[src/rtl/pid_pkg.sv]
// ----------------------------------------------------------------------------
// pid_pkg
// Shared widths, register codes and the records passed between the front,
// queue, divider and back end of the PID step block.
// ----------------------------------------------------------------------------
package pid_pkg;

   localparam int unsigned DATA_W      = 32;
   localparam int unsigned FRAC_W      = 16;
   localparam int unsigned CSR_IDX_W   = 3;
   localparam int unsigned QUEUE_DEPTH = 2;
   localparam int unsigned MUL_W       = DATA_W + 1;
   localparam int unsigned PROD_W      = 2 * MUL_W;
   localparam int unsigned DIVD_W      = 2 * DATA_W;
   localparam int unsigned DIV_STEPS   = 2;

   localparam bit WINDUP_CLAMP_ON_DEF = 1'b1;
   localparam bit OUTPUT_CLAMP_ON_DEF = 1'b1;

   localparam logic signed [DATA_W-1:0] S32_MAX = {1'b0, {(DATA_W-1){1'b1}}};
   localparam logic signed [DATA_W-1:0] S32_MIN = {1'b1, {(DATA_W-1){1'b0}}};
   localparam logic [DATA_W-1:0]        PERIOD_ONE = DATA_W'(1) << FRAC_W;

   typedef enum logic [CSR_IDX_W-1:0] {
      REG_PROP_GAIN     = 3'd0,
      REG_INTEG_GAIN    = 3'd1,
      REG_DERIV_GAIN    = 3'd2,
      REG_SAMPLE_PERIOD = 3'd3,
      REG_OUTPUT_MIN    = 3'd4,
      REG_OUTPUT_MAX    = 3'd5,
      REG_WINDUP_MIN    = 3'd6,
      REG_WINDUP_MAX    = 3'd7
   } csr_reg_type;

   typedef struct packed {
      logic signed [DATA_W-1:0] prop_gain;
      logic signed [DATA_W-1:0] integ_gain;
      logic signed [DATA_W-1:0] deriv_gain;
      logic [DATA_W-1:0]        sample_period;
      logic signed [DATA_W-1:0] output_min;
      logic signed [DATA_W-1:0] output_max;
      logic signed [DATA_W-1:0] windup_min;
      logic signed [DATA_W-1:0] windup_max;
   } pid_cfg_type;

   typedef struct packed {
      logic signed [DATA_W-1:0] error;
      logic signed [DATA_W-1:0] half_sum;
      logic signed [DATA_W:0]   error_diff;
   } pid_item_type;

   typedef struct packed {
      logic full;
      logic empty;
   } queue_stat_type;

   typedef struct packed {
      logic              start;
      logic [DIVD_W-1:0] dividend;
      logic [DATA_W-1:0] divisor;
   } div_req_type;

   typedef struct packed {
      logic              busy;
      logic [DIVD_W-1:0] quotient;
   } div_stat_type;

endpackage

[src/rtl/pid_queue.sv]
// ----------------------------------------------------------------------------
// pid_queue
// Short first-in first-out queue between the front and the back end.
// ----------------------------------------------------------------------------
module pid_queue
   import pid_pkg::*;
(
   input  logic           clock,
   input  logic           reset,
   input  logic           push,
   input  pid_item_type   push_item,
   input  logic           pop,
   output pid_item_type   pop_item,
   output queue_stat_type stat
);

   localparam int unsigned PTR_W = (QUEUE_DEPTH > 1) ? $clog2(QUEUE_DEPTH) : 1;
   localparam int unsigned CNT_W = $clog2(QUEUE_DEPTH + 1);

   pid_item_type     entries_ff [QUEUE_DEPTH];
   logic [PTR_W-1:0] wr_ptr_ff, wr_ptr_in;
   logic [PTR_W-1:0] rd_ptr_ff, rd_ptr_in;
   logic [CNT_W-1:0] count_ff, count_in;

   assign stat.full  = (count_ff == CNT_W'(QUEUE_DEPTH));
   assign stat.empty = (count_ff == '0);
   assign pop_item   = entries_ff[rd_ptr_ff];

   always_comb begin
      wr_ptr_in = wr_ptr_ff;
      rd_ptr_in = rd_ptr_ff;
      count_in  = count_ff;
      if (push) begin
         wr_ptr_in = (wr_ptr_ff == PTR_W'(QUEUE_DEPTH - 1)) ? '0 : wr_ptr_ff + PTR_W'(1);
      end
      if (pop) begin
         rd_ptr_in = (rd_ptr_ff == PTR_W'(QUEUE_DEPTH - 1)) ? '0 : rd_ptr_ff + PTR_W'(1);
      end
      if (push && !pop) begin
         count_in = count_ff + CNT_W'(1);
      end else if (pop && !push) begin
         count_in = count_ff - CNT_W'(1);
      end
   end

   always_ff @(posedge clock) begin
      if (push) begin
         entries_ff[wr_ptr_ff] <= push_item;
      end
   end

   always_ff @(posedge clock) begin
      if (reset) begin
         wr_ptr_ff <= '0;
         rd_ptr_ff <= '0;
         count_ff  <= '0;
      end else begin
         wr_ptr_ff <= wr_ptr_in;
         rd_ptr_ff <= rd_ptr_in;
         count_ff  <= count_in;
      end
   end

endmodule

[config.mk]
export PLATFORM = sky130hd
export DESIGN_NAME = pid_queue
export DESIGN_NICKNAME = d
export VERILOG_FILES = /design/src/rtl/pid_pkg.sv /design/src/rtl/pid_queue.sv
export SDC_FILE = /design/constraint.sdc
export NUM_CORES = 1
export LEC_CHECK = 0
export BUFFER_PORTS_ARGS = -buffer_cell sky130_fd_sc_hd__buf_2
export CAP_MARGIN = 30
export CORE_UTILIZATION = 40
export DETAILED_ROUTE_END_ITERATION = 12
export PLACE_DENSITY = 0.67
export RECOVER_POWER = 100
export REMOVE_ABC_BUFFERS = 1
export SLEW_MARGIN = 20
export SYNTH_ARGS = -nofsm -noshare
export SYNTH_HDL_FRONTEND = slang
export SYNTH_SLANG_ARGS = --single-unit
export TNS_END_PERCENT = 1
[constraint.sdc]
create_clock -name clock -period 5.6 [get_ports clock]
set_input_delay 1.12 -clock clock [delete_from_list [all_inputs] [get_ports clock]]
set_output_delay 1.12 -clock clock [all_outputs]
set_load 0.01 [all_outputs]
After elaboration in Yosys (flattened, before gate mapping)
Memory sizes are Yosys's and may differ from the RTL's. A register that Yosys moved wholly into a read port is not among the register bits.
Cells that the tools add are included.
Word-level totals
  output and inout port bits: 99
  memories: 1
  flip-flop bits (word level): 4
  logic and storage cells: 23
  bits in writable memories: 194
Memory list
  entries_ff: depth 2, bits a word 97, read ports 1, clocked after Yosys merged registers in 1, wr ports 1, RTL line pid_queue.sv:20  | pid_item_type entries_ff [QUEUE_DEPTH];
Cells by class
  add/sub/neg operators: 4
  reductions and logical operators: 6
  mux-type cells: 8
  equal/unequal tests: 1
Operator list (count)
  2-to-1 mux 1 bit: 6
  2-to-1 mux 2 bit: 2
  adder 1 bit (second input constant): 2
  adder 2 x 1 -> 2 bit (second input constant): 1
  equality test 2 bit (second input constant): 1
  logical AND 1 bit: 2
  logical NOT 1 bit: 2
  logical NOT 2 bit: 1
  nonzero test 2 bit: 1
  subtractor 2 x 1 -> 2 bit (second input constant): 1

Depth between registers and ports, before layout
  depth after elaboration: 4
  mapped depth: 5
  gate-level depth less buffers: 5

Worst setup path before layout
No wires, ideal clock.
  path type: input-to-reg
  from: input push
  to: memory entries_ff[0][0] (netlist name), enable pin
  path buffers: 0
  slack: -309 ps
  cell stages on the path: 1
  data arrival time: 5344 ps
  cells stage by stage: nor2b_1
On the way
  cells in the longest elaborated chain, start to end: 2
RTL lines
  from (decl): RTL line pid_queue.sv:10  | input logic push,
  2-to-1 mux 1 bit: RTL line pid_queue.sv:47  | if (push) begin
  2-to-1 mux 1 bit (not written as such): RTL line pid_queue.sv:48  | entries_ff[wr_ptr_ff] <= push_item;
  to (decl): RTL line pid_queue.sv:20
Every way passes these cells.

Final worst setup path
  from: input push
  to: memory entries_ff[1][94] (netlist name), enable pin
Same word-level chain as after synthesis.

==> flow_summary.json <==
{
  "outcome": "complete, but fails checks",
  "violations": "max-capacitance violations, max-slew violations",
  "area_delta_synth_final_pct": 21.5,
  "path_buf_inv": 2,
  "whs_ns": 0.513,
  "num_rows": 49,
  "setup_slack_ns": 1.61,
  "wl_per_cell_um": 16.6,
  "post-route-period-util_pct": 71.2,
  "synthArstFlopShare_pct": 0,
  "place_inst": 746,
  "final.min_clock_period_ns": 3.99,
  "power_density_nw_per_um2": 369,
  "cpPeakStageDelay_ns": 1.98,
  "met3_wirelength_um": 954,
  "dp.final_hpwl_um": 8370,
  "finalMaxSlewViolations": 189,
  "cts_max_level": 4,
  "die_y_um": 137,
  "combPwrFrac_pct": 9.8,
  "vdd_drop_max_mv": 0.207,
  "critPathCaptureType": "flip-flop",
  "slowest_stage": "and2_1",
  "synth.most_common_cell": "edfxtp_1",
  "synth.area.top_cells": "edfxtp_1, mux2_2, mux2_4, dfxtp_1, buf_6",
  "finalClockSkew_ns": 0.00682,
  "cts_inserted_buffers": 17,
  "fmaxAchievable_ghz": 0.251,
  "routed_wl_um": 12900,
  "antenna_found_initial": 0,
  "seq_area_frac_synth_pct": 80.9,
  "netlist.area_leader.share_pct": 79.6,
  "critPathArrivalTime_ns": 4.05,
  "post-synth-top-area-cell": "edfxtp_1",
  "dr_wl_met2_um": 6390,
  "clockPowerShare_pct": 36.3,
  "ys.flop_type": "edfxtp_1",
  "path_cells": "clkbuf_1, and2_1, buf_4",
  "viasPerCell": 4.64,
  "power.internal_uw": 2540,
  "synth_edf_count": 194,
  "cts_setup_buffers": 0,
  "dieWidth_um": 137,
  "ys_seq_elements": 199,
  "hold_violations": 0,
  "max_slew_margin_pct": -116,
  "cts.clk_slew.worst_paths_ns": 0.07,
  "diodes": 0,
  "cts-root-buf": "clkbuf_16",
  "start_util_pct": 40.8,
  "drtPass1Iterations": 4,
  "ys_warn_count": 0,
  "crit_fanout": 58,
  "cp-start-kind": "input port",
  "cts_resized": 0,
  "stdcell_area_um2": 8900,
  "place_congestion": 0.687,
  "place_ws_ns": 2.60,
  "ant_nets": 0,
  "core_um2": 18000,
  "topRoutingLayerUsed": "met4",
  "tritoncts": "done",
  "grt_pass1_vias": 3676,
  "crit_family": "simple AND/OR/NAND/NOR gates",
  "clkSinkCount": 199,
  "clk_latency_ns": 0.42,
  "rsz0062_at_grt": "no",
  "clock_path_buffers": 2,
  "finalSetupViolations": 0,
  "dr.first_iter.drc_count": 166,
  "hold_buffers": 0,
  "vias": 3611,
  "port_buffers": 199,
  "grt_max_degree": 59,
  "seqPwrFrac_pct": 54.0,
  "ioPinCount": 200,
  "yosys-top-cells-count": "edfxtp_1, mux2_2, mux2_4",
  "switchingPower_uw": 740,
  "netlist_area_um2": 7320,
  "layout.cells.non_filler": 778,
  "maxCapViolations": 4,
  "p_leak_uw": 0.00305,
  "switching_share_pct": 22.6,
  "grt_pass1_wl_um": 18700,
  "final_core_util_pct": 49.5,
  "overflow": 0,
  "crit_type": "in2reg",
  "hold_class": "reg2reg",
  "required_ns": 5.66,
  "synth_cell_types": 16,
  "worst_pin_slew_ns": 3.23,
  "placed_cell_area_um2": 8590,
  "grtUsageTotal_pct": 13.6,
  "m1WireLength_um": 5390,
  "synth.avg_cell_area_um2": 22.6,
  "drcViolationCount": 0,
  "syn_inst": 324,
  "fin_nets": 638,
  "layout-drive-gt1-share_pct": 33.7,
  "fp.dieArea_um2": 18800
}
metal layers:
| layer | up-vias | global-route usage [%] |
|---|---|---|
| met5 | - | 0 |
| met4 | 0 | 6.11 |
| met3 | 16 | 4.93 |
| met2 | 128 | 22.4 |
| met1 | 1767 | 16.0 |
| li1 | 1700 | - |
power by group through the flow:
stage | Clock, uW | Sequential, uW | Combinational [uW]
after floorplan | 0 | 1820 | 204
after global routing | 1280 | 1780 | 352
after global placement | 0 | 1810 | 341
after detailed placement | 0 | 1800 | 365
after CTS | 1220 | 1770 | 367
final | 1190 | 1770 | 320
flip-flops by register name, summed over array words and instances, names as in the netlist, named ones only:
signal,cells
wr_ptr_ff,1
rd_ptr_ff,1
entries_ff,194
count_ff,2
cells in the final DEF, fill, tap and decap left out, types with 3 or more instances in the layout:
cell type,instances
clkinvlp_4,5
mux2_2,65
clkbuf_16,17
buf_2,84
mux2_1,29
inv_6,4
edfxtp_1,194
mux2_4,3
clkbuf_1,117
dfxtp_1,5
nor2_1,5
through the flow:
stage	TNS, ns	power [uW]
after floorplan	-29.99	2020
after global placement	0	2150
after detailed placement	0	2170
after CTS	0	3360
after global routing	0	3410
final	0	3280
kinds of logic after synthesis:
logic type      synth area share [%]
flops                           80.9
buf+inv                         1.23
mux                             16.5
xor+xnor                       0.479
simple gates                   0.598
fa+ha+maj                      0.171
compound gates                 0.137
worst paths after layout:
path                                  start  slack [ns]                end  cells past startpoint
worst max-delay path                   push        1.61  entries_ff[1][94]                      3
worst min-delay path            count_ff[1]        0.51        count_ff[1]                      2
worst max register to register    wr_ptr_ff        2.13  entries_ff[1][94]                      2
worst min register to register  count_ff[1]        0.51        count_ff[1]                      2
cell type report:
class	instances	area (um^2)
fill	1595	9060
sequential	199	5930
multi-input combinational	113	1200
timing repair buffer	204	902
clock buffer	17	425
tap	229	287
clock inverter	15	150
inverter	1	3.75
tightest hold or removal path, delay by kind of cell, from the launching register on:
family / cells / cell delay [ns]
compound gates: 2 / 0.14
flops: 1 / 0.33
(Power assumes the default switching activity.)
