$ cat config.mk
export PLATFORM = sky130hd
export DESIGN_NAME = pid_front
export DESIGN_NICKNAME = d
export VERILOG_FILES = /design/src/rtl/pid_pkg.sv /design/src/rtl/pid_front.sv
export SDC_FILE = /design/constraint.sdc
export NUM_CORES = 1
export LEC_CHECK = 0
export BUFFER_PORTS_ARGS = -buffer_cell sky130_fd_sc_hd__buf_2
export CAP_MARGIN = 25
export CORE_ASPECT_RATIO = 1.2
export CORE_UTILIZATION = 55
export DETAILED_ROUTE_END_ITERATION = 8
export PLACE_DENSITY_LB_ADDON = 0.25
export RECOVER_POWER = 100
export SYNTH_ARGS = -nofsm -noshare
export SYNTH_HDL_FRONTEND = slang
export SYNTH_SLANG_ARGS = --single-unit
$ cat constraint.sdc
create_clock -name clock -period 7.9 [get_ports clock]
set_input_delay 0.395 -clock clock [delete_from_list [all_inputs] [get_ports clock]]
set_output_delay 0.395 -clock clock [all_outputs]
set_load 0.03 [all_outputs]
$ cat src/rtl/pid_pkg.sv
// ----------------------------------------------------------------------------
// pid_pkg
// Shared widths, register codes and the records passed between the front,
// queue, divider and back end of the PID step block.
// ----------------------------------------------------------------------------
package pid_pkg;

   localparam int unsigned DATA_W      = 32;
   localparam int unsigned FRAC_W      = 16;
   localparam int unsigned CSR_IDX_W   = 3;
   localparam int unsigned QUEUE_DEPTH = 2;
   localparam int unsigned MUL_W       = DATA_W + 1;
   localparam int unsigned PROD_W      = 2 * MUL_W;
   localparam int unsigned DIVD_W      = 2 * DATA_W;
   localparam int unsigned DIV_STEPS   = 2;

   localparam bit WINDUP_CLAMP_ON_DEF = 1'b1;
   localparam bit OUTPUT_CLAMP_ON_DEF = 1'b1;

   localparam logic signed [DATA_W-1:0] S32_MAX = {1'b0, {(DATA_W-1){1'b1}}};
   localparam logic signed [DATA_W-1:0] S32_MIN = {1'b1, {(DATA_W-1){1'b0}}};
   localparam logic [DATA_W-1:0]        PERIOD_ONE = DATA_W'(1) << FRAC_W;

   typedef enum logic [CSR_IDX_W-1:0] {
      REG_PROP_GAIN     = 3'd0,
      REG_INTEG_GAIN    = 3'd1,
      REG_DERIV_GAIN    = 3'd2,
      REG_SAMPLE_PERIOD = 3'd3,
      REG_OUTPUT_MIN    = 3'd4,
      REG_OUTPUT_MAX    = 3'd5,
      REG_WINDUP_MIN    = 3'd6,
      REG_WINDUP_MAX    = 3'd7
   } csr_reg_type;

   typedef struct packed {
      logic signed [DATA_W-1:0] prop_gain;
      logic signed [DATA_W-1:0] integ_gain;
      logic signed [DATA_W-1:0] deriv_gain;
      logic [DATA_W-1:0]        sample_period;
      logic signed [DATA_W-1:0] output_min;
      logic signed [DATA_W-1:0] output_max;
      logic signed [DATA_W-1:0] windup_min;
      logic signed [DATA_W-1:0] windup_max;
   } pid_cfg_type;

   typedef struct packed {
      logic signed [DATA_W-1:0] error;
      logic signed [DATA_W-1:0] half_sum;
      logic signed [DATA_W:0]   error_diff;
   } pid_item_type;

   typedef struct packed {
      logic full;
      logic empty;
   } queue_stat_type;

   typedef struct packed {
      logic              start;
      logic [DIVD_W-1:0] dividend;
      logic [DATA_W-1:0] divisor;
   } div_req_type;

   typedef struct packed {
      logic              busy;
      logic [DIVD_W-1:0] quotient;
   } div_stat_type;

endpackage

$ cat src/rtl/pid_front.sv
// ----------------------------------------------------------------------------
// pid_front
// Takes error beats, forms the trapezoid half sum and the error difference
// against the previous sample, and pushes them into the work queue.
// ----------------------------------------------------------------------------
module pid_front
   import pid_pkg::*;
(
   input  logic                     clock,
   input  logic                     reset,
   input  logic                     req_valid,
   output logic                     req_ready,
   input  logic signed [DATA_W-1:0] req_error_sample,
   input  queue_stat_type           q_stat,
   output logic                     q_push,
   output pid_item_type             q_item
);

   logic signed [DATA_W-1:0] last_error_ff, last_error_in;
   logic signed [DATA_W:0]   sum_w;

   assign req_ready = !q_stat.full;
   assign q_push    = req_valid && req_ready;

   always_comb begin
      sum_w = {req_error_sample[DATA_W-1], req_error_sample}
            + {last_error_ff[DATA_W-1], last_error_ff};
      q_item.error      = req_error_sample;
      // floor of half: drop the low bit of the widened sum
      q_item.half_sum   = sum_w[DATA_W:1];
      q_item.error_diff = {req_error_sample[DATA_W-1], req_error_sample}
                        - {last_error_ff[DATA_W-1], last_error_ff};
      last_error_in     = q_push ? req_error_sample : last_error_ff;
   end

   always_ff @(posedge clock) begin
      if (reset) begin
         last_error_ff <= '0;
      end else begin
         last_error_ff <= last_error_in;
      end
   end

endmodule

Yosys cells after proc, flatten, opt, wreduce, memory -nomap -nowiden. Cells that the tools add are included.

Bits of input ports: 37. Register bits after elaboration: 32. Output and inout port bits: 99.

Reduce and logical (&&, ||, !) cells: 2. $add $sub $neg: 2.

Operators by type and width (number): adder 32 x 32 -> 33 bit (1); subtractor 32 x 32 -> 33 bit (1); logical AND 1 bit (1); zero test 1 bit (1).

Depth between registers and ports, before layout. Gate-level depths: netlist of run 1.

Word-level depth: 2. Depth in mapped cells: 11. Depth with buffers taken out: 11.

Worst setup path after synthesis of run 1. No wires, ideal clock.

Path kind: input-to-output. Start point: in req_error_sample[0]. End point: out q_item[30] in the netlist's numbering. Buffers on the path: 0. Arrival time: 3.573 ns. Slack: 3.932 ns. Cell stages on the path: 11. Data required time: 7.505 ns. Cell sequence: inv_1 ha_1 fa_1 and2b_4 o2111ai_4 a2111oi_4 o21ai_2 a2111oi_4 nor4_2 or3_1 a211oi_1.

RTL lines: from (decl) (RTL line pid_front.sv:13) `input logic signed [DATA_W-1:0] req_error_sample,`; to (decl) (RTL line pid_front.sv:16) `output pid_item_type q_item`.

==> summary.md, run 1 <==
| Metric | Value |
|---|---|
| GR Overflow Total | 0 |
| Most used DFF post-synth | dfxtp_1 |
| Fill count | 904 |
| Starting density of the core | 57.8% |
| Die width | 89.5 um |
| Synth area leader | ha_1 |
| Tightest Hold Check Type | in2reg |
| Hpwl dp | 11,000 um |
| Clock Power Share | 17.3% |
| Finish-stage setup viols | 0 |
| Final min period | 5.18 ns |
| VDD IR max | 87.8 uV |
| GRT Total Usage | 29.1% |
| Postcts setup bufs | 0 |
| DR pass1 iterations | 5 |
| Slew headroom | -5.06% |
| Routed via count | 5,295 |
| Reg power frac | 21.9% |
| First-pass GRT wire length | 22,200 um |
| Critical Path RT | 7.51 ns |
| Multi-input gate area | 0.00373 mm^2 |
| Period utilisation layout | 65.6% |
| Routability cong. | 0.979 |
| Seq/Total Area, Yosys | 12.7% |
| Comb pwr share | 60.7% |
| Avg Inst Size Synth | 6.87 um^2 |
| Post-layout util | 61.9% |
| Cells after DPL | 921 |
| Yosys cell types | 62 |
| Critical path arrival | 4.79 ns |
| Final Hold Vio Count | 0 |
| Failing checks | capacitance limit, slew limit |
| IO buf count | 134 |
| Cell row count | 37 |
| Starting DRT DRC Count | 248 |
| Sw frac | 52.3% |
| Vias in the first global route | 4,924 |
| Post-synthesis compound-gate area fraction | 27.4% |
| Mapped Nets | 839 |
| RSZ-0062 raised after global routing | no |
| Kind of critical path | reg2out |
| Delay-heaviest family, CP | compound AO/OA/AOI/OAI gates |
| Slew Limit Fails | 34 |
| Number of routed nets with antenna violations | 0 |
| TritonCTS clock tree | yes |
| Ranking of synthesized cells by area | ha_1, dfxtp_1, a21oi_1 |
| Post-Syn Area | 0.00506 mm^2 |
| Top flop regs | last_error_ff (32) |
| FF+latch area | 641 um^2 |
| Worst R2R Setup Slack | 7.12 ns |
| Largest family of logic cells by synthesized area | compound AO/OA/AOI/OAI gates |
| DRC viols | 0 |
| Max FO, Critical Path | 6 |
| Die Ht | 107 um |
| Max cap viols | 1 |
| Non-filler cells, final | 929 |
| Crit path buf inv count | 1 |
| Final worst slack | 2.72 ns |
| Worst path max stage delay | 0.87 ns |
| DRT Wirelength | 13,800 um |
| Area fraction of the dominant cell type after synthesis | 15.8% |
| Mux cell area share after synthesis | 0.792% |
| Initial antenna violation count | 0 |
| Hold_buf cts | 0 |
| Crit-path most repeated cell | a2111oi_0 |
| Pin count of the biggest net entering global routing | 34 |
| H-Tree Depth | 2 |
| P per Cell Area | 147 mW/mm^2 |
| Tightest Pin Transition | 1.58 ns |
| Xor/xnor share of the synthesized area | 8.49% |
| Io pins | 136 |
| Slowest-stage cell, CP | a2111oi_0 |
| Num CTS Buffers | 5 |
| Core area | 0.00875 mm^2 |
| Area share of and/or/nand/nor cells after synthesis | 21.4% |
| DR WL/cell | 14.9 um |
| Max Root-Sink Buffers | 2 |
| Most common cell after layout, fill and taps aside | nand2_1 |
| Layout cells sized above 1 | 6.65% |
| Adder-cell share of the synthesized area | 16.6% |
| Syn. warnings | 0 |
| Pwr Total | 0.795 mW |
| Root Driver | clkbuf_8 |
| Startpoint Class | flop |
| Fmax | 193 MHz |
| Cell count after synthesis | 736 |
| Max reg flops | 32 |
| # nets final | 914 |
| Place WS | 3.84 ns |
| EDFF count, synth | 0 |
| Asr flop ratio synth | 0% |
| Pleak | 2.18 nW |
| Total negative slack | 0 ns |
| Psw | 0.416 mW |
| Worst-Skew Late Latency | 0.30 ns |
| Crit. End Element | primary output |
| Die area | 0.00958 mm^2 |
| Biggest register | last_error_ff |
| CTS resizes | 0 |
| Num Clock Sinks | 32 |
| Clk pin slew, worst setup/hold paths | 0.07 ns |
| Crit-path cells | ha_1 -> fa_1 -> and2b_4 -> o2111ai_4 -> a2111oi_0 -> o21ai_0 -> a2111oi_0 -> nor4_1 -> or3_1 -> a211oi_1 -> clkbuf_1 |
| Most frequent cells in the layout | nand2_1, clkbuf_1, a21oi_1, nor2_1 |
| Setup Skew | 0 ns |
| Ant. Diodes | 0 |
| Via/cell ratio | 5.70 |
| Status | complete, but fails checks |
| Int Power | 0.379 mW |
| #FFs+latches synth | 32 |
| P&R area growth vs syn | 7.10% |
==> Yosys cell counts (all sizes together), types with 11 or more instances <==
library cell  instances
nand2                98
a21oi                88
nor2                 69
ha                   64
inv                  64
buf                  41
xnor2                41
dfxtp                32
o21ai                28
clkbuf               27
nor3                 13
o21bai               12
a21o                 11
o211ai               11
==> logic make-up after synthesis <==
| logic type | Yosys count |
|---|---|
| adder cells (fa/ha/maj) | 66 |
| AND/OR/NAND/NOR | 240 |
| AO/OA/AOI/OAI | 211 |
| buffers and inverters | 134 |
| flip-flops | 32 |
| multiplexers | 4 |
| XOR/XNOR | 49 |
==> routing by layer <==
layer  up-vias  GRT usage (%)  part of all wire, %
li1       2650              -                    -
met1      2439           33.7                   42
met2       179           52.9                   50
met3        27           3.31                  5.1
met4         0           12.0                  2.7
met5         -              0                    0
==> path summary, 6_finish.rpt <==
path / startpoint / end / depth (start not counted)
worst max-delay path: last_error_ff[0] / q_item[30] / 11
worst min-delay path: req_error_sample[7] / last_error_ff[7] / 3
worst max register to register: last_error_ff[1] / last_error_ff[1] / 2
worst min register to register: last_error_ff[7] / last_error_ff[7] / 2
==> area by class of cell <==
cell class / instances / share of cell area, %
multi-input cells: 570 / 68.8
flip-flops and latches: 32 / 11.8
repair buffers: 136 / 10.4
inverters: 66 / 4.57
well taps: 117 / 2.70
clock buffers: 8 / 1.66
==> per-stage QoR <==
step                hold WS, ns  cell area, um^2
floorplan                 0.447             5060
global placement          0.461             5500
detailed placement        0.467             5500
CTS                       0.355             5590
global route              0.370             5420
finish                    0.364             5420
==> power by group through the flow <==
stage,clock (mW),sequential [mW],combinational [mW]
after floorplan,0,0.177,0.381
after detailed placement,0,0.178,0.499
after global placement,0,0.178,0.493
after global routing,0.147,0.176,0.521
final,0.138,0.175,0.483
after CTS,0.143,0.175,0.501
==> worst reg2reg max path, delay by kind of cell, from the launching register on <==
family	cells	cell delay [ns]
DFF	1	0.45
AOI/OAI and AO/OA	1	0.18
and+or+nand+nor	1	0.08
(Power assumes the default switching activity.)
==> inputs of run 2 (changes only) <==
- CORE_UTILIZATION: 55 -> 50
- clock period: 7.9 -> 4.5 ns (I/O delays scaled with it)
==> summary.md, run 2 (synthesis results as in run 1) <==
| Metric | Value |
|---|---|
| RSZ-0062 raised after global routing | no (unchanged) |
| Max reg flops | 32 (unchanged) |
| Crit. End Element | primary output (unchanged) |
| TritonCTS clock tree | yes (unchanged) |
| Delay-heaviest family, CP | compound AO/OA/AOI/OAI gates (unchanged) |
| GR peak layer | met2 (unchanged) |
| Slew Limit Fails | 34 (unchanged) |
| Tightest Pin Transition | 1.61 ns (was 1.58 ns) |
| Critical Path RT | 4.28 ns (was 7.51 ns) |
| H-Tree Depth | 2 (unchanged) |
| Tightest Hold Check Type | in2reg (unchanged) |
| Most common cell after layout, fill and taps aside | nand2_1 (unchanged) |
| Max cap viols | 1 (unchanged) |
| Num Clock Sinks | 32 (unchanged) |
| Fill count | 996 (was 904) |
| Critical path arrival | 3.87 ns (was 4.79 ns) |
| Number of routed nets with antenna violations | 0 (unchanged) |
| Routability cong. | 0.931 (was 0.979) |
| Int Power | 0.765 mW (was 0.379 mW) |
| Hold_buf cts | 0 (unchanged) |
| Psw | 0.757 mW (was 0.416 mW) |
| DR pass1 iterations | 5 (unchanged) |
| Met3 usage | 2.78% (was 3.31%) |
| Kind of critical path | reg2out (unchanged) |
| Clock Power Share | 23.4% (was 17.3%) |
| Worst-Skew Late Latency | 0.28 ns (was 0.30 ns) |
| Core area | 0.00966 mm^2 (was 0.00875 mm^2) |
| First-pass GRT wire length | 23,100 um (was 22,200 um) |
| Setup Skew | 0 ns (unchanged) |
| Layout cells sized above 1 | 7.25% (was 6.65%) |
| Initial antenna violation count | 0 (unchanged) |
| VDD IR max | 121 uV (was 87.8 uV) |
| DRC viols | 0 (unchanged) |
| Die Ht | 112 um (was 107 um) |
| GRT Total Usage | 27.0% (was 29.1%) |
| Vias in the first global route | 4,947 (was 4,924) |
| Fmax | 244 MHz |
| Routed via count | 5,324 (was 5,295) |
| Period utilisation layout | 91.0% |
| Starting density of the core | 52.3% (was 57.8%) |
| Worst path max stage delay | 0.47 ns (was 0.87 ns) |
| GR Overflow Total | 0 (unchanged) |
| Startpoint Class | flop (unchanged) |
| Status | complete, but fails checks (unchanged) |
| Pin count of the biggest net entering global routing | 34 (unchanged) |
| Final Hold Vio Count | 0 (unchanged) |
| Reg power frac | 20.2% (was 21.9%) |
| Finish-stage setup viols | 0 (unchanged) |
| P per Cell Area | 275 mW/mm^2 (was 147 mW/mm^2) |
| IO buf count | 134 (unchanged) |
| Biggest register | last_error_ff (unchanged) |
| Ant. Diodes | 0 (unchanged) |
| Starting DRT DRC Count | 222 (was 248) |
| Top flop regs | last_error_ff (32) (unchanged) |
| Postcts setup bufs | 0 (unchanged) |
| Io pins | 136 (unchanged) |
| Root Driver | clkbuf_16 (was clkbuf_8) |
| Die area | 0.0105 mm^2 (was 0.00958 mm^2) |
| Slowest-stage cell, CP | a2111oi_4 (was a2111oi_0) |
| Max Root-Sink Buffers | 2 (unchanged) |
| Pwr Total | 1.52 mW (was 0.795 mW) |
| # nets final | 916 (was 914) |
| Via/cell ratio | 5.68 (was 5.70) |
| Pleak | 2.22 nW (was 2.18 nW) |
| CTS resizes | 0 (unchanged) |
| DR WL/cell | 15.3 um (was 14.9 um) |
| Slew headroom | -7.10% (was -5.06%) |
| Num CTS Buffers | 5 (unchanged) |
| Failing checks | capacitance limit, slew limit (unchanged) |
| GRT met2 Usage | 49.1% (was 52.9%) |
| Comb pwr share | 56.4% (was 60.7%) |
| Total negative slack | 0 ns (unchanged) |
| Clk pin slew, worst setup/hold paths | 0.06 ns (was 0.07 ns) |
| Most frequent cells in the layout | nand2_1, clkbuf_1, a21oi_1, nor2_1 (unchanged) |
| Crit-path most repeated cell | a2111oi_4 (was a2111oi_0) |
| Met1 Usage GRT | 33.1% (was 33.7%) |
| Die width | 93.8 um (was 89.5 um) |
| DRT Wirelength | 14,400 um (was 13,800 um) |
| Crit-path cells | ha_1 -> fa_1 -> and2b_4 -> o2111ai_4 -> a2111oi_4 -> o21ai_2 -> a2111oi_4 -> nor4_2 -> or3_1 -> a211oi_1 -> clkbuf_1 (was ha_1 -> fa_1 -> and2b_4 -> o2111ai_4 -> a2111oi_0 -> o21ai_0 -> a2111oi_0 -> nor4_1 -> or3_1 -> a211oi_1 -> clkbuf_1) |
| Final min period | 4.10 ns |
| Crit path buf inv count | 1 (unchanged) |
| Sw frac | 49.7% (was 52.3%) |
| Cell row count | 39 (was 37) |
| P&R area growth vs syn | 9.52% (was 7.10%) |
| Hpwl dp | 11,300 um (was 11,000 um) |
| Max FO, Critical Path | 6 (unchanged) |
==> run 2: cell types whose count changed in the layout (fill, tap and decap cells not counted), moves of 2 or more <==
cell,delta
clkbuf_8,-5
clkbuf_16,+5
a2111oi_4,+2
a2111oi_0,-2
==> run 2: final cells by class <==
cell class | instances | area [um^2] | area share [%]
multi-input cells | 570 | 3770 | 68.2
flip-flops and latches | 32 | 641 | 11.6
repair buffers | 138 | 576 | 10.4
inverters | 66 | 248 | 4.47
well taps | 123 | 154 | 2.78
clock buffers | 8 | 146 | 2.64
==> run 2: path summary, 6_finish.rpt <==
path | slack, ns | depth (start not counted) | end | start
max | 0.40 | 11 | q_item[30] | last_error_ff[0]
min | 0.21 | 3 | last_error_ff[21] | req_error_sample[21]
max reg2reg | 3.70 | 2 | last_error_ff[1] | last_error_ff[1]
min reg2reg | 0.47 | 2 | last_error_ff[27] | last_error_ff[27]
==> run 2: metrics by stage <==
| stage | std cells | hold WS (ns) | setup WS, ns | utilization, % | cell area (um^2) |
|---|---|---|---|---|---|
| detailed placement | 929 | 0.468 | 0.746 | 57.2 | 5520 |
| floorplan | 736 | 0.294 | 0.825 | - | 5060 |
| global placement | 929 | 0.461 | 0.828 | 57.2 | 5520 |
| CTS | 937 | 0.204 | 0.499 | 58.7 | 5670 |
| global route | 937 | 0.218 | 0.139 | 57.3 | 5540 |
| finish | 937 | 0.209 | 0.404 | 57.3 | 5540 |
==> run 2: tightest hold or removal path, cell delays in order <==
cell and delay (ns):
buf_2 0.12, nand2_1 0.05, a21oi_1 0.05
==> run 2: power by group through the flow <==
| stage | Combinational [mW] | Clock (mW) | Sequential, mW |
|---|---|---|---|
| after floorplan | 0.669 | 0 | 0.311 |
| after global placement | 0.873 | 0 | 0.312 |
| after detailed placement | 0.879 | 0 | 0.313 |
| after global routing | 0.925 | 0.379 | 0.309 |
| after CTS | 0.883 | 0.367 | 0.307 |
| final | 0.858 | 0.356 | 0.307 |
==> run 2: per-layer routing <==
layer  wire (um)  up-vias
li1            -     2658
met1        6160     2448
met2        7210      192
met3         670       26
met4         312        0
met5           0        -
