==> src/rtl/pid_pkg.sv <==
// ----------------------------------------------------------------------------
// pid_pkg
// Shared widths, register codes and the records passed between the front,
// queue, divider and back end of the PID step block.
// ----------------------------------------------------------------------------
package pid_pkg;

   localparam int unsigned DATA_W      = 32;
   localparam int unsigned FRAC_W      = 16;
   localparam int unsigned CSR_IDX_W   = 3;
   localparam int unsigned QUEUE_DEPTH = 2;
   localparam int unsigned MUL_W       = DATA_W + 1;
   localparam int unsigned PROD_W      = 2 * MUL_W;
   localparam int unsigned DIVD_W      = 2 * DATA_W;
   localparam int unsigned DIV_STEPS   = 2;

   localparam bit WINDUP_CLAMP_ON_DEF = 1'b1;
   localparam bit OUTPUT_CLAMP_ON_DEF = 1'b1;

   localparam logic signed [DATA_W-1:0] S32_MAX = {1'b0, {(DATA_W-1){1'b1}}};
   localparam logic signed [DATA_W-1:0] S32_MIN = {1'b1, {(DATA_W-1){1'b0}}};
   localparam logic [DATA_W-1:0]        PERIOD_ONE = DATA_W'(1) << FRAC_W;

   typedef enum logic [CSR_IDX_W-1:0] {
      REG_PROP_GAIN     = 3'd0,
      REG_INTEG_GAIN    = 3'd1,
      REG_DERIV_GAIN    = 3'd2,
      REG_SAMPLE_PERIOD = 3'd3,
      REG_OUTPUT_MIN    = 3'd4,
      REG_OUTPUT_MAX    = 3'd5,
      REG_WINDUP_MIN    = 3'd6,
      REG_WINDUP_MAX    = 3'd7
   } csr_reg_type;

   typedef struct packed {
      logic signed [DATA_W-1:0] prop_gain;
      logic signed [DATA_W-1:0] integ_gain;
      logic signed [DATA_W-1:0] deriv_gain;
      logic [DATA_W-1:0]        sample_period;
      logic signed [DATA_W-1:0] output_min;
      logic signed [DATA_W-1:0] output_max;
      logic signed [DATA_W-1:0] windup_min;
      logic signed [DATA_W-1:0] windup_max;
   } pid_cfg_type;

   typedef struct packed {
      logic signed [DATA_W-1:0] error;
      logic signed [DATA_W-1:0] half_sum;
      logic signed [DATA_W:0]   error_diff;
   } pid_item_type;

   typedef struct packed {
      logic full;
      logic empty;
   } queue_stat_type;

   typedef struct packed {
      logic              start;
      logic [DIVD_W-1:0] dividend;
      logic [DATA_W-1:0] divisor;
   } div_req_type;

   typedef struct packed {
      logic              busy;
      logic [DIVD_W-1:0] quotient;
   } div_stat_type;

endpackage

==> src/rtl/pid_back.sv <==
// ----------------------------------------------------------------------------
// pid_back
// Sequencer for one control step: shared multiplier, integral update with
// windup clamp, derivative division, output sum, clamp and result register.
// ----------------------------------------------------------------------------
module pid_back
   import pid_pkg::*;
#(
   parameter bit WINDUP_CLAMP_ON = WINDUP_CLAMP_ON_DEF,
   parameter bit OUTPUT_CLAMP_ON = OUTPUT_CLAMP_ON_DEF
)(
   input  logic                     clock,
   input  logic                     reset,
   input  pid_cfg_type              cfg,
   input  pid_item_type             q_item,
   input  queue_stat_type           q_stat,
   output logic                     q_pop,
   output div_req_type              div_req,
   input  div_stat_type             div_stat,
   output logic                     rsp_valid,
   input  logic                     rsp_ready,
   output logic signed [DATA_W-1:0] rsp_drive_value,
   output logic                     rsp_clamped_flag
);

   localparam int unsigned SAT_W = PROD_W - FRAC_W;
   localparam int unsigned P_W   = 2 * DATA_W - FRAC_W;

   typedef enum logic [3:0] {
      ST_IDLE, ST_MUL_D, ST_DIV_GO, ST_SAT_T, ST_TAKE_P, ST_SAT_INC,
      ST_ACCUM, ST_WAIT_DIV, ST_SAT_D, ST_SUM, ST_CLAMP
   } state_type;

   typedef struct packed {
      logic                     hit;
      logic signed [DATA_W-1:0] value;
   } sat_type;

   function automatic sat_type sat_data(input logic signed [SAT_W-1:0] v);
      sat_type r;
      if (v[SAT_W-1:DATA_W-1] == '0 || v[SAT_W-1:DATA_W-1] == '1) begin
         r.hit   = 1'b0;
         r.value = v[DATA_W-1:0];
      end else begin
         r.hit   = 1'b1;
         r.value = v[SAT_W-1] ? S32_MIN : S32_MAX;
      end
      return r;
   endfunction

   state_type                state_ff, state_in;
   pid_item_type             item_ff, item_in;
   logic signed [PROD_W-1:0] prod_ff, prod_in;
   logic signed [MUL_W-1:0]  mul_a, mul_b;
   logic signed [DATA_W-1:0] t_ff, t_in;
   logic signed [P_W-1:0]    p_ff, p_in;
   logic signed [DATA_W-1:0] inc_ff, inc_in;
   logic signed [DATA_W-1:0] integ_ff, integ_in;
   logic signed [DATA_W-1:0] d_ff, d_in;
   logic                     d_neg_ff, d_neg_in;
   logic signed [DATA_W-1:0] y_ff, y_in;
   logic                     flag_ff, flag_in;
   logic                     rsp_valid_ff, rsp_valid_in;
   logic signed [DATA_W-1:0] rsp_drive_ff, rsp_drive_in;
   logic                     rsp_flag_ff, rsp_flag_in;

   logic signed [DATA_W-1:0] wmin, wmax, omin, omax;
   logic [DATA_W-1:0]        period;

   assign wmin   = cfg.windup_min;
   assign wmax   = cfg.windup_max;
   assign omin   = cfg.output_min;
   assign omax   = cfg.output_max;
   assign period = cfg.sample_period;

   assign rsp_valid        = rsp_valid_ff;
   assign rsp_drive_value  = rsp_drive_ff;
   assign rsp_clamped_flag = rsp_flag_ff;

   always_comb begin
      sat_type                  s;
      logic signed [PROD_W-1:0] mag;
      logic [DIVD_W-1:0]        quo;
      logic signed [DATA_W:0]   acc;
      logic signed [DATA_W-1:0] v;
      logic signed [SAT_W-1:0]  ysum;
      s            = '0;
      mag          = '0;
      quo          = div_stat.quotient;
      acc          = '0;
      v            = '0;
      ysum         = '0;
      state_in     = state_ff;
      item_in      = item_ff;
      t_in         = t_ff;
      p_in         = p_ff;
      inc_in       = inc_ff;
      integ_in     = integ_ff;
      d_in         = d_ff;
      d_neg_in     = d_neg_ff;
      y_in         = y_ff;
      flag_in      = flag_ff;
      rsp_valid_in = rsp_valid_ff && !rsp_ready;
      rsp_drive_in = rsp_drive_ff;
      rsp_flag_in  = rsp_flag_ff;
      q_pop        = 1'b0;
      div_req      = '0;
      mul_a        = '0;
      mul_b        = '0;

      case (state_ff)
         ST_IDLE: begin
            if (!q_stat.empty) begin
               q_pop    = 1'b1;
               item_in  = q_item;
               flag_in  = 1'b0;
               state_in = ST_MUL_D;
            end
         end
         ST_MUL_D: begin
            mul_a    = item_ff.error_diff;
            mul_b    = {cfg.deriv_gain[DATA_W-1], cfg.deriv_gain};
            state_in = ST_DIV_GO;
         end
         ST_DIV_GO: begin
            // divide magnitudes, put the sign back afterwards (truncate to zero)
            d_neg_in         = prod_ff[PROD_W-1];
            mag              = prod_ff[PROD_W-1] ? -prod_ff : prod_ff;
            div_req.start    = 1'b1;
            div_req.dividend = mag[DIVD_W-1:0];
            div_req.divisor  = (period == '0) ? DATA_W'(1) : period;
            mul_a            = {item_ff.half_sum[DATA_W-1], item_ff.half_sum};
            mul_b            = {cfg.integ_gain[DATA_W-1], cfg.integ_gain};
            state_in         = ST_SAT_T;
         end
         ST_SAT_T: begin
            s        = sat_data(prod_ff[PROD_W-1:FRAC_W]);
            t_in     = s.value;
            flag_in  = flag_ff | s.hit;
            mul_a    = {item_ff.error[DATA_W-1], item_ff.error};
            mul_b    = {cfg.prop_gain[DATA_W-1], cfg.prop_gain};
            state_in = ST_TAKE_P;
         end
         ST_TAKE_P: begin
            p_in     = prod_ff[2*DATA_W-1:FRAC_W];
            mul_a    = {t_ff[DATA_W-1], t_ff};
            mul_b    = {1'b0, period};
            state_in = ST_SAT_INC;
         end
         ST_SAT_INC: begin
            s        = sat_data(prod_ff[PROD_W-1:FRAC_W]);
            inc_in   = s.value;
            flag_in  = flag_ff | s.hit;
            state_in = ST_ACCUM;
         end
         ST_ACCUM: begin
            acc     = {integ_ff[DATA_W-1], integ_ff} + {inc_ff[DATA_W-1], inc_ff};
            s       = sat_data({{(SAT_W-DATA_W-1){acc[DATA_W]}}, acc});
            flag_in = flag_ff | s.hit;
            v       = s.value;
            if (WINDUP_CLAMP_ON) begin
               // raise to min first, then lower to max: max wins when crossed
               if (v < wmin) begin
                  v = wmin;
               end
               if (v > wmax) begin
                  v = wmax;
               end
            end
            integ_in = v;
            state_in = ST_WAIT_DIV;
         end
         ST_WAIT_DIV: begin
            if (!div_stat.busy) begin
               state_in = ST_SAT_D;
            end
         end
         ST_SAT_D: begin
            if (!d_neg_ff) begin
               if (quo[DIVD_W-1:DATA_W-1] != '0) begin
                  d_in    = S32_MAX;
                  flag_in = 1'b1;
               end else begin
                  d_in = quo[DATA_W-1:0];
               end
            end else begin
               if (quo[DIVD_W-1:DATA_W] != '0
                   || (quo[DATA_W-1] && quo[DATA_W-2:0] != '0)) begin
                  d_in    = S32_MIN;
                  flag_in = 1'b1;
               end else begin
                  d_in = -quo[DATA_W-1:0];
               end
            end
            state_in = ST_SUM;
         end
         ST_SUM: begin
            ysum = {{(SAT_W-P_W){p_ff[P_W-1]}}, p_ff}
                 + {{(SAT_W-DATA_W){integ_ff[DATA_W-1]}}, integ_ff}
                 + {{(SAT_W-DATA_W){d_ff[DATA_W-1]}}, d_ff};
            s        = sat_data(ysum);
            y_in     = s.value;
            flag_in  = flag_ff | s.hit;
            state_in = ST_CLAMP;
         end
         ST_CLAMP: begin
            v = y_ff;
            if (OUTPUT_CLAMP_ON) begin
               if (v < omin) begin
                  v = omin;
               end
               if (v > omax) begin
                  v = omax;
               end
            end
            // hold until the result register is free
            if (!rsp_valid_ff || rsp_ready) begin
               rsp_valid_in = 1'b1;
               rsp_drive_in = v;
               rsp_flag_in  = flag_ff | (v != y_ff);
               state_in     = ST_IDLE;
            end
         end
         default: begin
            state_in = ST_IDLE;
         end
      endcase

      prod_in = mul_a * mul_b;
   end

   always_ff @(posedge clock) begin
      if (reset) begin
         state_ff     <= ST_IDLE;
         integ_ff     <= '0;
         rsp_valid_ff <= 1'b0;
      end else begin
         state_ff     <= state_in;
         integ_ff     <= integ_in;
         rsp_valid_ff <= rsp_valid_in;
      end
      item_ff      <= item_in;
      prod_ff      <= prod_in;
      t_ff         <= t_in;
      p_ff         <= p_in;
      inc_ff       <= inc_in;
      d_ff         <= d_in;
      d_neg_ff     <= d_neg_in;
      y_ff         <= y_in;
      flag_ff      <= flag_in;
      rsp_drive_ff <= rsp_drive_in;
      rsp_flag_ff  <= rsp_flag_in;
   end

endmodule

==> config.mk <==
export PLATFORM = sky130hd
export DESIGN_NAME = pid_back
export DESIGN_NICKNAME = d
export VERILOG_FILES = /design/src/rtl/pid_pkg.sv /design/src/rtl/pid_back.sv
export SDC_FILE = /design/constraint.sdc
export NUM_CORES = 2
export LEC_CHECK = 0
export BUFFER_PORTS_ARGS = -buffer_cell sky130_fd_sc_hd__buf_4
export CORE_ASPECT_RATIO = 1.5
export CORE_MARGIN = 2
export CORE_UTILIZATION = 60
export DETAILED_ROUTE_END_ITERATION = 6
export PLACE_DENSITY = 0.8
export SLEW_MARGIN = 20
export SYNTH_ARGS = -nofsm -noshare
export SYNTH_HDL_FRONTEND = slang
export SYNTH_SLANG_ARGS = --single-unit
==> constraint.sdc <==
create_clock -name clock -period 33.4 [get_ports clock]
set_input_delay 1.67 -clock clock [delete_from_list [all_inputs] [get_ports clock]]
set_output_delay 1.67 -clock clock [all_outputs]
set_load 0.005 [all_outputs]
# After elaboration in Yosys (flattened, before gate mapping)

Cells that the tools add are included.

Add/subtract/negate cells: 5
$mul: 1
Div/mod/pow operators: 0
$lt $le $gt $ge: 4
Equal/unequal tests: 19
Shift-type cells: 0
Muxes and demuxes: 38
Bitwise operators: 6
Reductions and logical operators: 22

Operators with widths:

| operator                                                        | count |
|---|---|
| 32-bit two-way mux                                              | 14 |
| 33-bit case mux with 4 select lines                             | 2 |
| 33-bit two-way mux                                              | 7 |
| 97-bit two-way mux                                              | 1 |
| 33-bit by 33-bit multiplier with 66-bit output                  | 1 |
| 32-bit greater-than comparator                                  | 2 |
| 32-bit less-than comparator                                     | 2 |
| 64-bit two-way mux                                              | 1 |
| 64-bit negation                                                 | 1 |
| 19-bit == test, second input constant                           | 3 |
| 19-bit zero test                                                | 3 |
| 49-bit by 32-bit adder with 50-bit output                       | 1 |
| 48-bit by 32-bit adder with 49-bit output                       | 1 |
| 4-bit case mux with 11 select lines                             | 1 |
| 32-bit by 32-bit adder with 33-bit output                       | 1 |
| 33-bit nonzero test                                             | 1 |
| 32-bit zero test                                                | 1 |
| 32-bit != test                                                  | 1 |
| 32-bit negation                                                 | 1 |
| 32-bit nonzero test                                             | 1 |
| 31-bit nonzero test                                             | 1 |
| 4-bit by 3-bit == test with 1-bit output, second input constant | 4 |
| 4-bit == test, second input constant                            | 3 |
| 4-bit two-way mux                                               | 3 |
| 16 further kinds                                                | 38 |

Register bits: 411
Bits in latches: 0
Bits in writable memories: 0
Memory bits (read-only): 0
Bits of input ports: 423
Output and inout port bits: 132
Logic and storage cells: 111
Memories: 0

# Logic depth before layout (Yosys ltp)

Depth in word-level cells: 10
Depth in mapped cells: 39
Gate-level depth less buffers: 34

# Worst setup path before layout

OpenSTA, ideal clock, no wires.

Path type: reg-to-reg
Start point: reg state_ff[1]
End point: reg prod_ff[56]
Setup time: 120 ps
Arrival: 11129 ps
Data required time: 33280 ps
Path slack: 22151 ps
Stages on the path, launching flop included: 34
Buffers on the path: 6
Period minus slack after synthesis: 11249 ps
Path through: dfxtp_1 clkbuf_1 nor3_1 clkbuf_1 clkbuf_1 clkbuf_1 a22oi_1 nand2_1 clkbuf_1 nand2_1 fa_1 fa_1 inv_1 fa_1 fa_1 fa_1 fa_1 fa_1 inv_1 fa_1 inv_1 ha_1 clkbuf_1 a21o_1 a21o_1 a21o_1 a21oi_1 o21a_1 o21ai_0 a21o_1 or2_1 a2111oi_1 o21ai_0 xnor2_1

Cells in the longest elaborated chain, start to end: 3
Elaborated cells between the ends (all ways): 7
Classes of those cells: 1 x mul; 4 x eq/ne; 2 x mux

Ends and longest elaborated chain:

| what                                                                   | RTL line        | RTL |
|---|---|---|
| start, declared                                                        | pid_back.sv:51  | `state_type state_ff, state_in;` |
| start signal, assigned                                                 | pid_back.sv:238 | `state_ff <= state_in;` |
| 4-bit by 3-bit == test with 1-bit output, or another cell as far along | pid_back.sv:111 | `case (state_ff)` |
| 33-bit case mux with 4 select lines                                    | pid_back.sv:111 |  |
| 33-bit by 33-bit multiplier with 66-bit output *                       | pid_back.sv:229 | `prod_in = mul_a * mul_b;` |
| named net prod_in[56]                                                  | pid_back.sv:53  | `logic signed [PROD_W-1:0] prod_ff, prod_in;` |
| end signal, assigned                                                   | pid_back.sv:243 | `prod_ff <= prod_in;` |
| end, declared                                                          | pid_back.sv:53  |  |

The timed path passes the listed nets; every way through them passes the cells marked *.
A chain may end at the register's enable or synchronous reset.

# Worst setup path in the final report

Start point: reg state_ff[1]
End point: reg prod_ff[65]

The elaborated chain is that of the path after synthesis.

==> reports/metrics.yaml <==
final.setup.tns_ns: 0
slew_headroom_pct: 12.0
dp_hpwl_um: 199000
place_inst: 8846
cts_buffer_depth: 3
reg2reg_depth: 29
io_pins: 555
core_area_um2: 109000
crit_start: "state_ff[1]"
ys_types: 89
syn_nets: 9134
via_count: 55200
cp_common_cell: "fa_1"
required_ns: 33.88
drtPass1Iterations: 6
cts-htree-levels: 2
std_cell_rows: 148
yosysSeqAreaShare_pct: 17.2
path_max_fanout: 69
wl_um: 244000
drv_slew: 0
drc: 0
cpMaxStageDelayCell: "fa_1"
grt_start_max_net_pins: 108
drv_cap: 0
start_util_pct: 60.6
portBuffers: 553
dieArea_um2: 112000
async_flop_share_pct: 0
r2r_end: "prod_ff[65]"
clockRootBuffer: "clkbuf_16"
nets: 9512
ys_ff_latch: 411
post_cts_resized: 0
finalHoldViolations: 0
gr-usage-all-layers_pct: 44.0
hold_buffers: 0
grt.overflow.total: 0
status: "completed"
period_share_pct: 36.1
numCtsBuffers: 46
gp_congestion: 1.01
hold_path.class: "reg2reg"
clock.fmax_mhz: 82.9
netlist_area_um2: 65800
crit_path_end: "prod_ff[65]"
grt_pass1_wl_um: 358000
slowest_delay_ns: 1.01
synth_edf_count: 308
area_growth_pct: 11.0
syn_inst: 7091
antenna_found_initial: 18
drive_above_1_share_pct: 11.8
post_cts_buffers: 0
period_needed_ns: 12.06
die_x_um: 274
start_kind: "register"
critPathArrivalTime_ns: 12.54
avgSynthCellArea_um2: 9.28
drt_iter0_markers: 5646
die_height_um: 410
rrSetupSlack_ns: 21.34
clk_latency_ns: 0.64
routedWlPerCell_um: 27.3
clock_sinks: 411
instances_no_fill: 8941
clkSlewWorstSetupHoldPaths_ns: 0.07
rr_startpoint: "state_ff[1]"
ys_warn_count: 0
cp-end-kind: "register"
grt_pass1_vias: 58400
antenna_left: 0
synth_ff_type: "edfxtp_1"
path_class: "reg2reg"
cts_tree: "built"
avgViaCountPerCell: 6.18
tightest_slew_ns: 1.31
setup_viol: 0
skew_ns: 0.0264
rsz0062_at_grt: "no"
==> cell type report <==
| class | count | area (um^2) |
|---|---|---|
| Clock inverter | 31 | 354 |
| Multi-Input combinational cell | 5042 | 48500 |
| Sequential cell | 411 | 11300 |
| Clock buffer | 54 | 1230 |
| Tap cell | 1425 | 1780 |
| Antenna cell | 10 | 25.0 |
| Inverter | 1309 | 4920 |
| Timing Repair Buffer | 659 | 4970 |
| Fill cell | 8722 | 35700 |
==> synth_stat cells, types with 23 or more instances <==
master / number / share of area, %
a21o_1: 142 / 1.6
a21oi_1: 221 / 1.7
a22oi_1: 129 / 1.5
and2_1: 93 / 0.88
and3_1: 23 / 0.22
clkbuf_1: 293 / 1.7
dfxtp_1: 103 / 3.1
edfxtp_1: 308 / 14
fa_1: 1195 / 36
ha_1: 425 / 8.1
inv_1: 1306 / 7.4
mux2_2: 87 / 1.5
nand2_1: 937 / 5.3
nand2b_1: 32 / 0.30
nand3_1: 43 / 0.33
nand4_1: 64 / 0.61
nor2_1: 635 / 3.6
nor2b_1: 32 / 0.30
nor3_1: 76 / 0.58
nor4_1: 49 / 0.47
o21a_1: 24 / 0.27
o21ai_0: 168 / 1.3
o311ai_0: 23 / 0.31
o31ai_1: 29 / 0.33
or3_1: 39 / 0.37
xnor2_1: 110 / 1.5
xor2_1: 153 / 2.0
==> worst min path at each step <==
stage | startpoint | endpoint | slack [ns] | depth (start not counted)
2_1_floorplan | prod_ff[18] | p_ff[2] | 0.46 | 0
4_1_cts | prod_ff[38] | p_ff[22] | 0.54 | 0
3_3_place_gp | prod_ff[46] | p_ff[30] | 0.54 | 0
3_5_place_dp | prod_ff[46] | p_ff[30] | 0.54 | 0
6_report | prod_ff[38] | p_ff[22] | 0.54 | 0
5_1_grt | prod_ff[38] | p_ff[22] | 0.55 | 0
==> stage by stage <==
| step | hold slack (ns) | utilization [%] | area (um^2) | setup slack [ns] |
|---|---|---|---|---|
| after floorplan | 0.463 | - | 65800 | 22.15 |
| after global placement | 0.542 | 65.7 | 71400 | 21.45 |
| after detailed placement | 0.538 | 65.7 | 71400 | 21.42 |
| after CTS | 0.541 | 67.2 | 73000 | 21.38 |
| after global routing | 0.550 | 67.2 | 73000 | 20.87 |
| final | 0.544 | 67.2 | 73000 | 21.34 |
==> layout by cell type, fill, tap and decap left out, drive strengths merged, types with 21 or more instances in the layout <==
master  synthesis  final
inv          1307   1315
fa           1195   1195
nand2         938    938
buf            36    659
nor2          635    635
ha            425    425
edfxtp        308    308
a21oi         221    221
o21ai         177    177
xor2          153    153
a21o          142    142
a22oi         129    129
xnor2         110    110
dfxtp         103    103
and2           96     96
mux2           96     96
nor3           78     78
nand4          64     64
clkbuf        293     54
nor4           50     50
nand3          44     44
or3            42     42
nand2b         32     32
nor2b          32     32
o31ai          30     30
o21a           24     24
and3           23     23
o311ai         23     23
o211ai         21     21
==> sequential cells by signal, indices dropped and copies added (netlist names) <==
signal and flops:
item_ff 97, prod_ff 66, p_ff 48, d_ff 32
inc_ff 32, integ_ff 32, rsp_drive_value 32, t_ff 32
y_ff 32, state_ff 4, d_neg_ff 1, flag_ff 1
rsp_clamped_flag 1, rsp_valid 1
==> critical path: cells and delay by family, from the launching register on <==
kind | cells | cell delay (ns)
buf+inv | 7 | 1.90
compound gates | 3 | 1.14
flops | 1 | 0.58
simple gates | 9 | 2.47
fa+ha+maj | 9 | 5.60
mux | 1 | 0.17
==> cells by family (layout without fill, tap and decap cells) <==
family | after synthesis | count (layout) | share of synthesized area (%)
buffers and inverters | 1638 | 2053 | 9.39
XOR/XNOR | 263 | 263 | 3.50
AND/OR/NAND/NOR | 2090 | 2090 | 13.8
multiplexers | 105 | 105 | 1.78
other | 0 | 10 | 0
flip-flops | 411 | 411 | 17.2
adder cells (fa/ha/maj) | 1622 | 1622 | 44.5
AO/OA/AOI/OAI | 962 | 962 | 9.88
==> layer usage <==
metal,vias up,global-route usage (%),share of wire (%)
li1,23400,-,-
met1,27100,48.1,32
met2,3605,71.9,47
met3,1203,11.7,11
met4,14,35.4,10
met5,-,0,0.046
Power is not shown: default switching activity piles up to over one toggle a cycle in this logic, so the estimate is an artifact.
